[config.mk]
export PLATFORM = sky130hd
export DESIGN_NAME = start_code_packetizer_unit
export DESIGN_NICKNAME = d
export VERILOG_FILES = /design/src/rtl/core/scp_pkg.sv /design/src/rtl/core/scp_engine.sv /design/src/rtl/core/scp_result_buf.sv /design/src/rtl/core/start_code_packetizer_unit.sv
export SDC_FILE = /design/constraint.sdc
export NUM_CORES = 1
export LEC_CHECK = 0
export BUFFER_PORTS_ARGS = -buffer_cell sky130_fd_sc_hd__buf_4
export CAP_MARGIN = 20
export CORE_MARGIN = 1.5
export CORE_UTILIZATION = 60
export DETAILED_ROUTE_END_ITERATION = 16
export GPL_ROUTABILITY_DRIVEN = 0
export PLACE_DENSITY = 0.78
export SLEW_MARGIN = 20
export SYNTH_ARGS = -nofsm -noshare
export SYNTH_HDL_FRONTEND = slang
export SYNTH_SLANG_ARGS = --single-unit
[constraint.sdc]
create_clock -name clk -period 15.7 [get_ports clk]
set_clock_uncertainty 0.05 [all_clocks]
set_input_delay 0.785 -clock clk [delete_from_list [all_inputs] [get_ports clk]]
set_output_delay 0.785 -clock clk [all_outputs]
set_load 0.02 [all_outputs]
[src/rtl/core/scp_pkg.sv]
package scp_pkg;

  localparam int unsigned MAX_RESULTS = 4;

  localparam logic [23:0] SYNC_LIMIT_RESET = 24'd10485760;
  localparam logic [15:0] MAX_LEN_RESET    = 16'd65535;
  localparam logic [15:0] MIN_PACKET       = 16'd5;

  localparam logic [7:0] START_ZERO = 8'h00;
  localparam logic [7:0] START_ONE  = 8'h01;

  typedef enum logic [1:0] {
    ST_DATA      = 2'd0,
    ST_CUT       = 2'd1,
    ST_SYNC_FAIL = 2'd2,
    ST_EOS       = 2'd3
  } status_t;

  typedef enum logic {
    REG_SYNC_LIMIT = 1'b0,
    REG_MAX_LEN    = 1'b1
  } reg_index_t;

  typedef struct packed {
    logic [7:0] out_byte;
    logic       first_of_packet;
    logic       last_of_packet;
    logic [7:0] packet_code;
    status_t    status;
    logic       run_end;
  } res_t;

  function automatic res_t make_res(logic [7:0] out_byte, logic first_of_packet,
                                    logic last_of_packet, logic [7:0] packet_code,
                                    status_t status);
    res_t r;
    r.out_byte        = out_byte;
    r.first_of_packet = first_of_packet;
    r.last_of_packet  = last_of_packet;
    r.packet_code     = packet_code;
    r.status          = status;
    r.run_end         = 1'b0;
    return r;
  endfunction

endpackage

[src/rtl/core/scp_engine.sv]
module scp_engine (
  input  logic                                   clk,
  input  logic                                   rst,
  input  logic                                   step_en,
  input  logic [7:0]                             data_byte,
  input  logic                                   end_of_stream,
  input  logic [23:0]                            sync_limit,
  input  logic [15:0]                            max_packet_length,
  output scp_pkg::res_t [scp_pkg::MAX_RESULTS-1:0] results,
  output logic [2:0]                             result_count
);

  logic        synced;
  logic        awaiting_code;
  logic [7:0]  held_bytes [3];
  logic [1:0]  held_count;
  logic [15:0] packet_length;
  logic [23:0] skipped_count;
  logic [7:0]  current_code;

  logic        synced_next;
  logic        awaiting_code_next;
  logic [7:0]  held_bytes_next [3];
  logic [1:0]  held_count_next;
  logic [15:0] packet_length_next;
  logic [23:0] skipped_count_next;
  logic [7:0]  current_code_next;

  always_comb begin
    logic [15:0] maxlen;
    logic [15:0] plen_inc;
    logic [23:0] skip_inc;
    logic [15:0] pl;
    logic        cut;
    logic        fin;
    logic        stop;
    logic [2:0]  n;
    scp_pkg::res_t [scp_pkg::MAX_RESULTS-1:0] res;

    maxlen = (max_packet_length < scp_pkg::MIN_PACKET) ? scp_pkg::MIN_PACKET
                                                       : max_packet_length;
    plen_inc = packet_length + 16'd1;
    skip_inc = skipped_count + 24'd1;
    pl   = '0;
    cut  = 1'b0;
    fin  = 1'b0;
    stop = 1'b0;
    n    = '0;
    res  = '0;

    synced_next        = synced;
    awaiting_code_next = awaiting_code;
    held_bytes_next    = held_bytes;
    held_count_next    = held_count;
    packet_length_next = packet_length;
    skipped_count_next = skipped_count;
    current_code_next  = current_code;

    if (awaiting_code) begin
      current_code_next  = data_byte;
      awaiting_code_next = 1'b0;
      synced_next        = 1'b1;
      res[0] = scp_pkg::make_res(scp_pkg::START_ZERO, 1'b1, 1'b0, data_byte,
                                 scp_pkg::ST_DATA);
      res[1] = scp_pkg::make_res(scp_pkg::START_ZERO, 1'b0, 1'b0, data_byte,
                                 scp_pkg::ST_DATA);
      res[2] = scp_pkg::make_res(scp_pkg::START_ONE, 1'b0, 1'b0, data_byte,
                                 scp_pkg::ST_DATA);
      n = 3'd3;
      packet_length_next = 16'd3;
      held_bytes_next[0] = data_byte;
      held_count_next    = 2'd1;
    end else if (synced) begin
      if (held_count != 2'd3) begin
        held_bytes_next[held_count] = data_byte;
        held_count_next = held_count + 2'd1;
      end else if (held_bytes[1] == scp_pkg::START_ZERO &&
                   held_bytes[2] == scp_pkg::START_ZERO &&
                   data_byte == scp_pkg::START_ONE) begin
        res[0] = scp_pkg::make_res(held_bytes[0], 1'b0, 1'b1, current_code,
                                   scp_pkg::ST_DATA);
        n = 3'd1;
        synced_next        = 1'b0;
        awaiting_code_next = 1'b1;
        held_count_next    = 2'd0;
        packet_length_next = '0;
      end else begin
        cut = (plen_inc == maxlen);
        res[0] = scp_pkg::make_res(held_bytes[0], 1'b0, cut, current_code,
                                   cut ? scp_pkg::ST_CUT : scp_pkg::ST_DATA);
        n = 3'd1;
        held_bytes_next[0] = held_bytes[1];
        held_bytes_next[1] = held_bytes[2];
        held_bytes_next[2] = data_byte;
        packet_length_next = plen_inc;
        if (cut) begin
          synced_next        = 1'b0;
          skipped_count_next = '0;
          packet_length_next = '0;
        end
      end
    end else begin
      if (held_count != 2'd3) begin
        held_bytes_next[held_count] = data_byte;
        held_count_next = held_count + 2'd1;
      end else begin
        held_bytes_next[0] = held_bytes[1];
        held_bytes_next[1] = held_bytes[2];
        held_bytes_next[2] = data_byte;
      end
      if (held_count_next == 2'd3 &&
          held_bytes_next[0] == scp_pkg::START_ZERO &&
          held_bytes_next[1] == scp_pkg::START_ZERO &&
          held_bytes_next[2] == scp_pkg::START_ONE) begin
        awaiting_code_next = 1'b1;
        held_count_next    = 2'd0;
        skipped_count_next = '0;
      end else if (skip_inc == sync_limit) begin
        res[0] = scp_pkg::make_res(8'd0, 1'b0, 1'b0, 8'd0, scp_pkg::ST_SYNC_FAIL);
        n = 3'd1;
        skipped_count_next = '0;
      end else begin
        skipped_count_next = skip_inc;
      end
    end

    if (end_of_stream) begin
      if (synced_next) begin
        pl = packet_length_next;
        for (int i = 0; i < 3; i++) begin
          if (!stop && 2'(i) < held_count_next) begin
            fin = (2'(i + 1) == held_count_next);
            pl  = pl + 16'd1;
            cut = !fin && (pl == maxlen);
            res[n[1:0]] = scp_pkg::make_res(held_bytes_next[i], 1'b0, fin || cut,
                                            current_code_next,
                                            fin ? scp_pkg::ST_EOS :
                                            (cut ? scp_pkg::ST_CUT : scp_pkg::ST_DATA));
            n = n + 3'd1;
            if (cut) begin
              res[n[1:0]] = scp_pkg::make_res(8'd0, 1'b0, 1'b0, 8'd0, scp_pkg::ST_EOS);
              n = n + 3'd1;
              stop = 1'b1;
            end
          end
        end
      end else begin
        res[n[1:0]] = scp_pkg::make_res(8'd0, 1'b0, 1'b0, 8'd0, scp_pkg::ST_EOS);
        n = n + 3'd1;
      end
      synced_next        = 1'b0;
      awaiting_code_next = 1'b0;
      held_bytes_next[0] = '0;
      held_bytes_next[1] = '0;
      held_bytes_next[2] = '0;
      held_count_next    = '0;
      packet_length_next = '0;
      skipped_count_next = '0;
      current_code_next  = '0;
    end

    if (n != 3'd0) begin
      res[2'(n - 3'd1)].run_end = 1'b1;
    end

    results      = res;
    result_count = n;
  end

  always_ff @(posedge clk) begin
    if (rst) begin
      synced        <= 1'b0;
      awaiting_code <= 1'b0;
      held_bytes[0] <= '0;
      held_bytes[1] <= '0;
      held_bytes[2] <= '0;
      held_count    <= '0;
      packet_length <= '0;
      skipped_count <= '0;
      current_code  <= '0;
    end else if (step_en) begin
      synced        <= synced_next;
      awaiting_code <= awaiting_code_next;
      held_bytes    <= held_bytes_next;
      held_count    <= held_count_next;
      packet_length <= packet_length_next;
      skipped_count <= skipped_count_next;
      current_code  <= current_code_next;
    end
  end

endmodule

[src/rtl/core/scp_result_buf.sv]
module scp_result_buf (
  input  logic                                     clk,
  input  logic                                     rst,
  input  logic                                     load,
  input  scp_pkg::res_t [scp_pkg::MAX_RESULTS-1:0] results,
  input  logic [2:0]                               result_count,
  input  logic                                     out_ready,
  output logic                                     out_valid,
  output scp_pkg::res_t                            out_res,
  output logic                                     free
);

  scp_pkg::res_t [scp_pkg::MAX_RESULTS-1:0] entries;
  logic [2:0] remaining;
  logic [1:0] rd_ptr;

  assign out_valid = (remaining != 3'd0);
  assign out_res   = entries[rd_ptr];
  // free when empty or once the last held result leaves this cycle
  assign free      = (remaining == 3'd0) || (remaining == 3'd1 && out_ready);

  always_ff @(posedge clk) begin
    if (rst) begin
      remaining <= '0;
      rd_ptr    <= '0;
    end else if (load) begin
      remaining <= result_count;
      rd_ptr    <= '0;
    end else if (out_valid && out_ready) begin
      remaining <= remaining - 3'd1;
      rd_ptr    <= rd_ptr + 2'd1;
    end
  end

  always_ff @(posedge clk) begin
    if (load) begin
      entries <= results;
    end
  end

endmodule

[src/rtl/core/start_code_packetizer_unit.sv]
// Start-code packetizer: takes one stream byte per transfer on s_*, finds 00 00 01 xx
// packets and gives them out byte by byte on m_*, start code and code byte first, with
// packet boundaries, cut and sync-failure markers. One result leaves per cycle while
// m_tready is high; an input byte giving one result (the usual payload case) is then taken
// every cycle, while the byte after a start code gives three results and an end-of-stream
// byte up to four, so the input is held while the four-entry result buffer drains. Config
// writes are taken at any time but must only be made while the block is idle.
module start_code_packetizer_unit (
  input  logic        clk,
  input  logic        rst,
  input  logic        s_tvalid,
  output logic        s_tready,
  input  logic [7:0]  s_tdata,   // data_byte
  input  logic        s_tlast,   // end_of_stream
  output logic        m_tvalid,
  input  logic        m_tready,
  output logic [23:0] m_tdata,   // out_byte, packet_code, run_end, zero fill
  output logic        m_tlast,   // last_of_packet
  output logic [2:0]  m_tuser,   // first_of_packet, status
  input  logic        cfg_valid,
  output logic        cfg_ready,
  input  logic        cfg_index,
  input  logic [23:0] cfg_data
);

  logic        in_valid;
  logic [7:0]  in_byte;
  logic        in_eos;
  logic        step_en;
  logic        buf_free;
  logic [23:0] sync_limit;
  logic [15:0] max_packet_length;

  scp_pkg::res_t [scp_pkg::MAX_RESULTS-1:0] results;
  logic [2:0]    result_count;
  scp_pkg::res_t out_res;

  assign step_en   = in_valid && buf_free;
  assign s_tready  = !in_valid || step_en;
  assign cfg_ready = 1'b1;

  // input register
  always_ff @(posedge clk) begin
    if (rst) begin
      in_valid <= 1'b0;
    end else if (s_tready) begin
      in_valid <= s_tvalid;
    end
  end

  always_ff @(posedge clk) begin
    if (s_tready && s_tvalid) begin
      in_byte <= s_tdata;
      in_eos  <= s_tlast;
    end
  end

  always_ff @(posedge clk) begin
    if (rst) begin
      sync_limit        <= scp_pkg::SYNC_LIMIT_RESET;
      max_packet_length <= scp_pkg::MAX_LEN_RESET;
    end else if (cfg_valid && cfg_ready) begin
      unique case (scp_pkg::reg_index_t'(cfg_index))
        scp_pkg::REG_SYNC_LIMIT: sync_limit        <= cfg_data;
        scp_pkg::REG_MAX_LEN:    max_packet_length <= cfg_data[15:0];
        default:                 sync_limit        <= sync_limit;
      endcase
    end
  end

  scp_engine u_engine (
    .clk               (clk),
    .rst               (rst),
    .step_en           (step_en),
    .data_byte         (in_byte),
    .end_of_stream     (in_eos),
    .sync_limit        (sync_limit),
    .max_packet_length (max_packet_length),
    .results           (results),
    .result_count      (result_count)
  );

  scp_result_buf u_result_buf (
    .clk          (clk),
    .rst          (rst),
    .load         (step_en),
    .results      (results),
    .result_count (result_count),
    .out_ready    (m_tready),
    .out_valid    (m_tvalid),
    .out_res      (out_res),
    .free         (buf_free)
  );

  assign m_tdata = {7'd0, out_res.run_end, out_res.packet_code, out_res.out_byte};
  assign m_tlast = out_res.last_of_packet;
  assign m_tuser = {out_res.status, out_res.first_of_packet};

  a_first_is_zero: assert property (@(posedge clk) disable iff (rst)
    m_tvalid && m_tuser[0] |-> m_tdata[7:0] == 8'd0 && !m_tlast &&
                               m_tuser[2:1] == scp_pkg::ST_DATA)
    else $error("first byte of packet is not a plain zero");

  a_cut_is_last: assert property (@(posedge clk) disable iff (rst)
    m_tvalid && m_tuser[2:1] == scp_pkg::ST_CUT |-> m_tlast)
    else $error("cut result without last_of_packet");

  a_sync_fail_marker: assert property (@(posedge clk) disable iff (rst)
    m_tvalid && m_tuser[2:1] == scp_pkg::ST_SYNC_FAIL |->
      m_tdata[15:0] == 16'd0 && !m_tlast && !m_tuser[0])
    else $error("sync failure marker carries packet data");

  a_step_needs_room: assert property (@(posedge clk) disable iff (rst)
    step_en && result_count != 3'd0 |=> m_tvalid)
    else $error("results of a step were not presented");

endmodule
# Yosys cells after proc, flatten, opt, wreduce, memory -nomap -nowiden
# Cells that the tools add are included.
# totals
ff_bits,215
out_inout_bits,31
# op_classes
n_reduce_logical,45
mux,130
n_eq_ne,17
bitwise,14
order_cmp,21
addsub,15
# ops
operator,n
$mux 84,13
$mux 24,15
$bwmux 84,4
$not 76->76,4
$demux 21 s2,7
$mux 21,11
$and 76x76->76,3
$mux 16,14
$and 57x76->76,1
$add 16x1->16 const B,4
$eq 16x16->1,4
$mux 3,18
$bmux 21 s2,1
$mux 35,1
$logic_not 8->1,4
$mux 8,4
$mux 1,27
$add 24x1->24 const B,1
$bwmux 24,1
$eq 24x24->1,1
$lt 2x3->1 const B,8
$mux 2,12
$or 8x8->8,3
$logic_and 1x1->1,22
30 further kinds,59

# Logic depth before layout (Yosys ltp)
# logic_depth
depth_word,42
depth_mapped,37

# Hierarchy
# From an unflattened synthesis, not the netlist that was laid out.
# unflattened
cells_unflattened,1792
hier_area_um2,15416.0
# by_module_without_submodules
module,cells_per_inst,instances,area_each_um2,seq_area_each_um2
scp_engine,1455,1,9995.8,1521.5
scp_result_buf,147,1,3324.4,2622.5
start_code_packetizer_unit,190,1,2095.8,1091.0

# Least setup slack after synthesis
# Ideal clock, no wire load.
# synth_path
kind,flip-flop to flip-flop
startpoint,register u_engine.packet_length[1]
endpoint,"register u_result_buf.entries[10] (netlist name), data pin"
path_stages_with_launch,34
arrival_time_ns,7.444
setup_ns,0.133
path_buffers,4
period_less_slack_ns,7.627
setup_slack_ns,8.073
cell_sequence,dfxtp_1 ha_1 buf_2 nand3_1 buf_4 nor4_4 nor2_1 a2111oi_4 nand4_2 o31ai_4 inv_2 ha_1 inv_1 nor2_1 o221ai_1 nor2_1 o211ai_1 o21ai_0 a211oi_1 o21ai_0 nor4_1 nand2_1 or4_1 and3_4 nor4_4 buf_4 a21boi_1 a21o_1 inv_1 ha_1 or3b_2 buf_2 a31oi_1 a22o_1
# synth_lines
element,line_no,rtl
"start, declared",scp_engine.sv:17,logic [15:0] packet_length;
"start signal, assigned",scp_engine.sv:186,packet_length <= packet_length_next;
"end signal, assigned",scp_result_buf.sv:37,entries <= results;
"end, declared",scp_result_buf.sv:13,scp_pkg::res_t [scp_pkg::MAX_RESULTS-1:0] entries;

==> out/summary.txt <==
Initial antenna violation count: 0
Die W: 161.7 µm
DR pass1 iterations: 6
Slew Viols, Final: 0
Top cells by area, synth: edfxtp_1 (18%), dfxtp_1 (16%), nand2_1 (5.1%), xnor2_1 (4.8%), a21oi_1 (4.0%)
Reg2reg start: u_engine.packet_length[0]
Fin Setup TNS: 0 ns
Wire length per cell: 21.22 µm
Ys Warns: 0
Skew-Pair Late Insertion Delay: 0.55 ns
Vias in the first global route: 13450
Num rows: 57
Slew @ Worst Pin: 1.249 ns
RSZ-0062 raised after global routing: no
Instance count on the critical path: 29
Post-layout nets: 1846
Cts bufs inserted: 24
Mapped Cells: 1822
GRT Total Usage: 0.3441
Clock tree buffer depth: 3
Crit path kind: flop to flop
Register area share after synthesis: 0.3404
CP peak stage delay: 0.78 ns
Dpl hpwl: 31.54 mm
VDD IR max: 0.00008591 V
Number of synthesized flops with an enable pin: 90
Iter 0 DRT Violations: 1795
Post-CTS Setup Repair Bufs: 0
Die Area: 26150 µm²
Root Buffer: clkbuf_16
Pin count of the biggest net entering global routing: 88
Share of cells above drive strength 1: 0.1192
Leak: 5.674 nW
Port Buf Inserts: 61
Yosys top cell area share: 0.1788
Area of the mapped netlist: 15120 µm²
Setup violators final: 0
Final hold slack: 0.3594 ns
Post-CTS sizing: 0
Hold Vio Cnt, Final: 0
WP data arrival: 10.54 ns
Synth Area per Inst: 8.296 µm²
Area leader, netlist: edfxtp_1
Post-synth top cells: nand2_1 (205), nor2_1 (158), a21oi_1 (122), dfxtp_1 (122), o21ai_0 (120)
Worst r2r path cells: 29
Relative slew slack: 0.1676
GRT overflow: 0
Crit end category: flop
H-tree depth: 1
Top FF cell, synth: dfxtp_1
Design Power: 1.720 mW
Core ar.: 24530 µm²
Status: finished clean
Vias/cell: 6.813
Crit path max fanout: 19
Fraction of registers with async set/reset: 0
Initial Util: 0.6161
Unique masters post-synth: 102
Min-delay worst type: primary input to flop
Critical-path top delay cell: a31oi_1
Filler cells: 2024
Clk sinks: 212
First-pass GRT wire length: 71.97 mm
Period utilisation layout: 0.6479
Most common cell in the netlist: nand2_1
Crit path launch type: flop
Tmin final: 10.17 ns
Crit path buffers/inverters: 1
Hold Crit Start: s_tdata[0]
Remaining DRCs: 0
Hold Buf Count CTS: 0
Die Span Y: 161.7 µm
Top delay family on crit path: simple AND/OR/NAND/NOR gates
N_diodes: 0
Synthesized flop and latch total: 212
Layout Area Growth over Synthesis: 8.567%
Clock-pin slew on the worst setup and hold paths: 0.07 ns
Final Util: 0.6689
CTS tree: done
Fmax: 98.31 MHz
Post-DRT Antenna Nets: 0
Worst Path Required: 16.06 ns
Max-cap violations: 0
Post-Route WL: 45.17 mm
Power per cell area: 104.8 nW/µm²
Vias: 14500
Hold Path Depth: 1
Top Ports: 70
Critical Path Source: u_engine.packet_length[0]
[registers in the layout (all words and copies together), names as in the netlist, 8 cells and up]
register                cells
u_result_buf.entries       81
sync_limit                 24
u_engine.held_bytes        24
u_engine.skipped_count     24
max_packet_length          16
u_engine.packet_length     16
in_byte                     8
u_engine.current_code       8
[cell families (layout without fill, tap and decap cells)]
kind of cell,after synthesis,count (layout),synth area share
mux,55,55,0.05380
compound gates,528,528,0.2361
fa+ha+maj,20,20,0.01655
buf+inv,197,173,0.05372
xor+xnor,116,116,0.06721
simple gates,692,692,0.2318
flops,212,212,0.3404
other cells,2,8,0.0004968
[final cells by class]
| type | count | area (µm²) | share of cell area |
|---|---|---|---|
| Clock buffer | 31 | 666.9 | 0.04064 |
| Clock inverter | 12 | 180.2 | 0.01098 |
| Inverter | 49 | 185.2 | 0.01128 |
| Multi-Input combinational cell | 1419 | 9201 | 0.5607 |
| Sequential cell | 212 | 5147 | 0.3137 |
| Tap cell | 324 | 405.4 | 0.02470 |
| Timing Repair Buffer | 81 | 624.3 | 0.03805 |
[layer usage]
metal  part of all wire  GRT usage  vias up
met1               0.38     0.4415     6771
met2               0.46     0.5538      891
met4              0.059     0.1947        0
met5                  0          0        -
met3               0.10    0.05592      191
li1                   -          -     6645
[placed cells by master, fill, tap and decap left out, drive strengths merged, types with 13 or more instances in the layout]
cell    Yosys  routed
buf        41      81
nor2      159     159
nand4      26      26
and4       13      13
ha         20      20
xnor2      82      82
o22ai      20      20
a22o       36      36
a22oi      15      15
o21ai     130     130
a31oi      17      17
nand3      49      49
nor4       32      32
a21o       13      13
mux4       20      20
a211o      23      23
clkbuf    107      31
a21oi     125     125
or3        20      20
inv        47      47
a211oi     40      40
xor2       34      34
and3       35      35
and2       18      18
dfxtp     122     122
a21boi     14      14
nand2     206     206
or2        15      15
edfxtp     90      90
mux2i      25      25
nand2b     13      13
a221oi     13      13
nor3       60      60
[worst register-to-register path: cells and delay by family (launching register included)]
kind,cells,cell delay [ns]
flops,1,0.62
fa+ha+maj,3,0.95
compound gates,11,3.23
xor+xnor,1,0.32
simple gates,13,4.74
buf+inv,1,0.13
[where the power goes]
part / switching [mW] / internal, mW
clock network: 0.237 / 0.366
logic: 0.260 / 0.164
registers: 0.0485 / 0.643
[worst paths after layout]
path / to / slack [ns]
setup / recovery: u_result_buf.entries[3] / 5.53
hold / removal: in_byte[0] / 0.36
setup reg to reg: u_result_buf.entries[3] / 5.53
hold reg to reg: sync_limit[8] / 0.42
[stage by stage]
step           instance area (µm²)  setup slack, ns  cells
4_1_cts                      16390            5.736   2127
2_1_floorplan                15140            8.073   1828
6_report                     16410            5.528   2128
3_3_place_gp                 15540            6.242   2084
5_1_grt                      16410            4.838   2128
3_5_place_dp                 15540            5.827   2084
No activity file was read; power rests on OpenSTA's default activity.
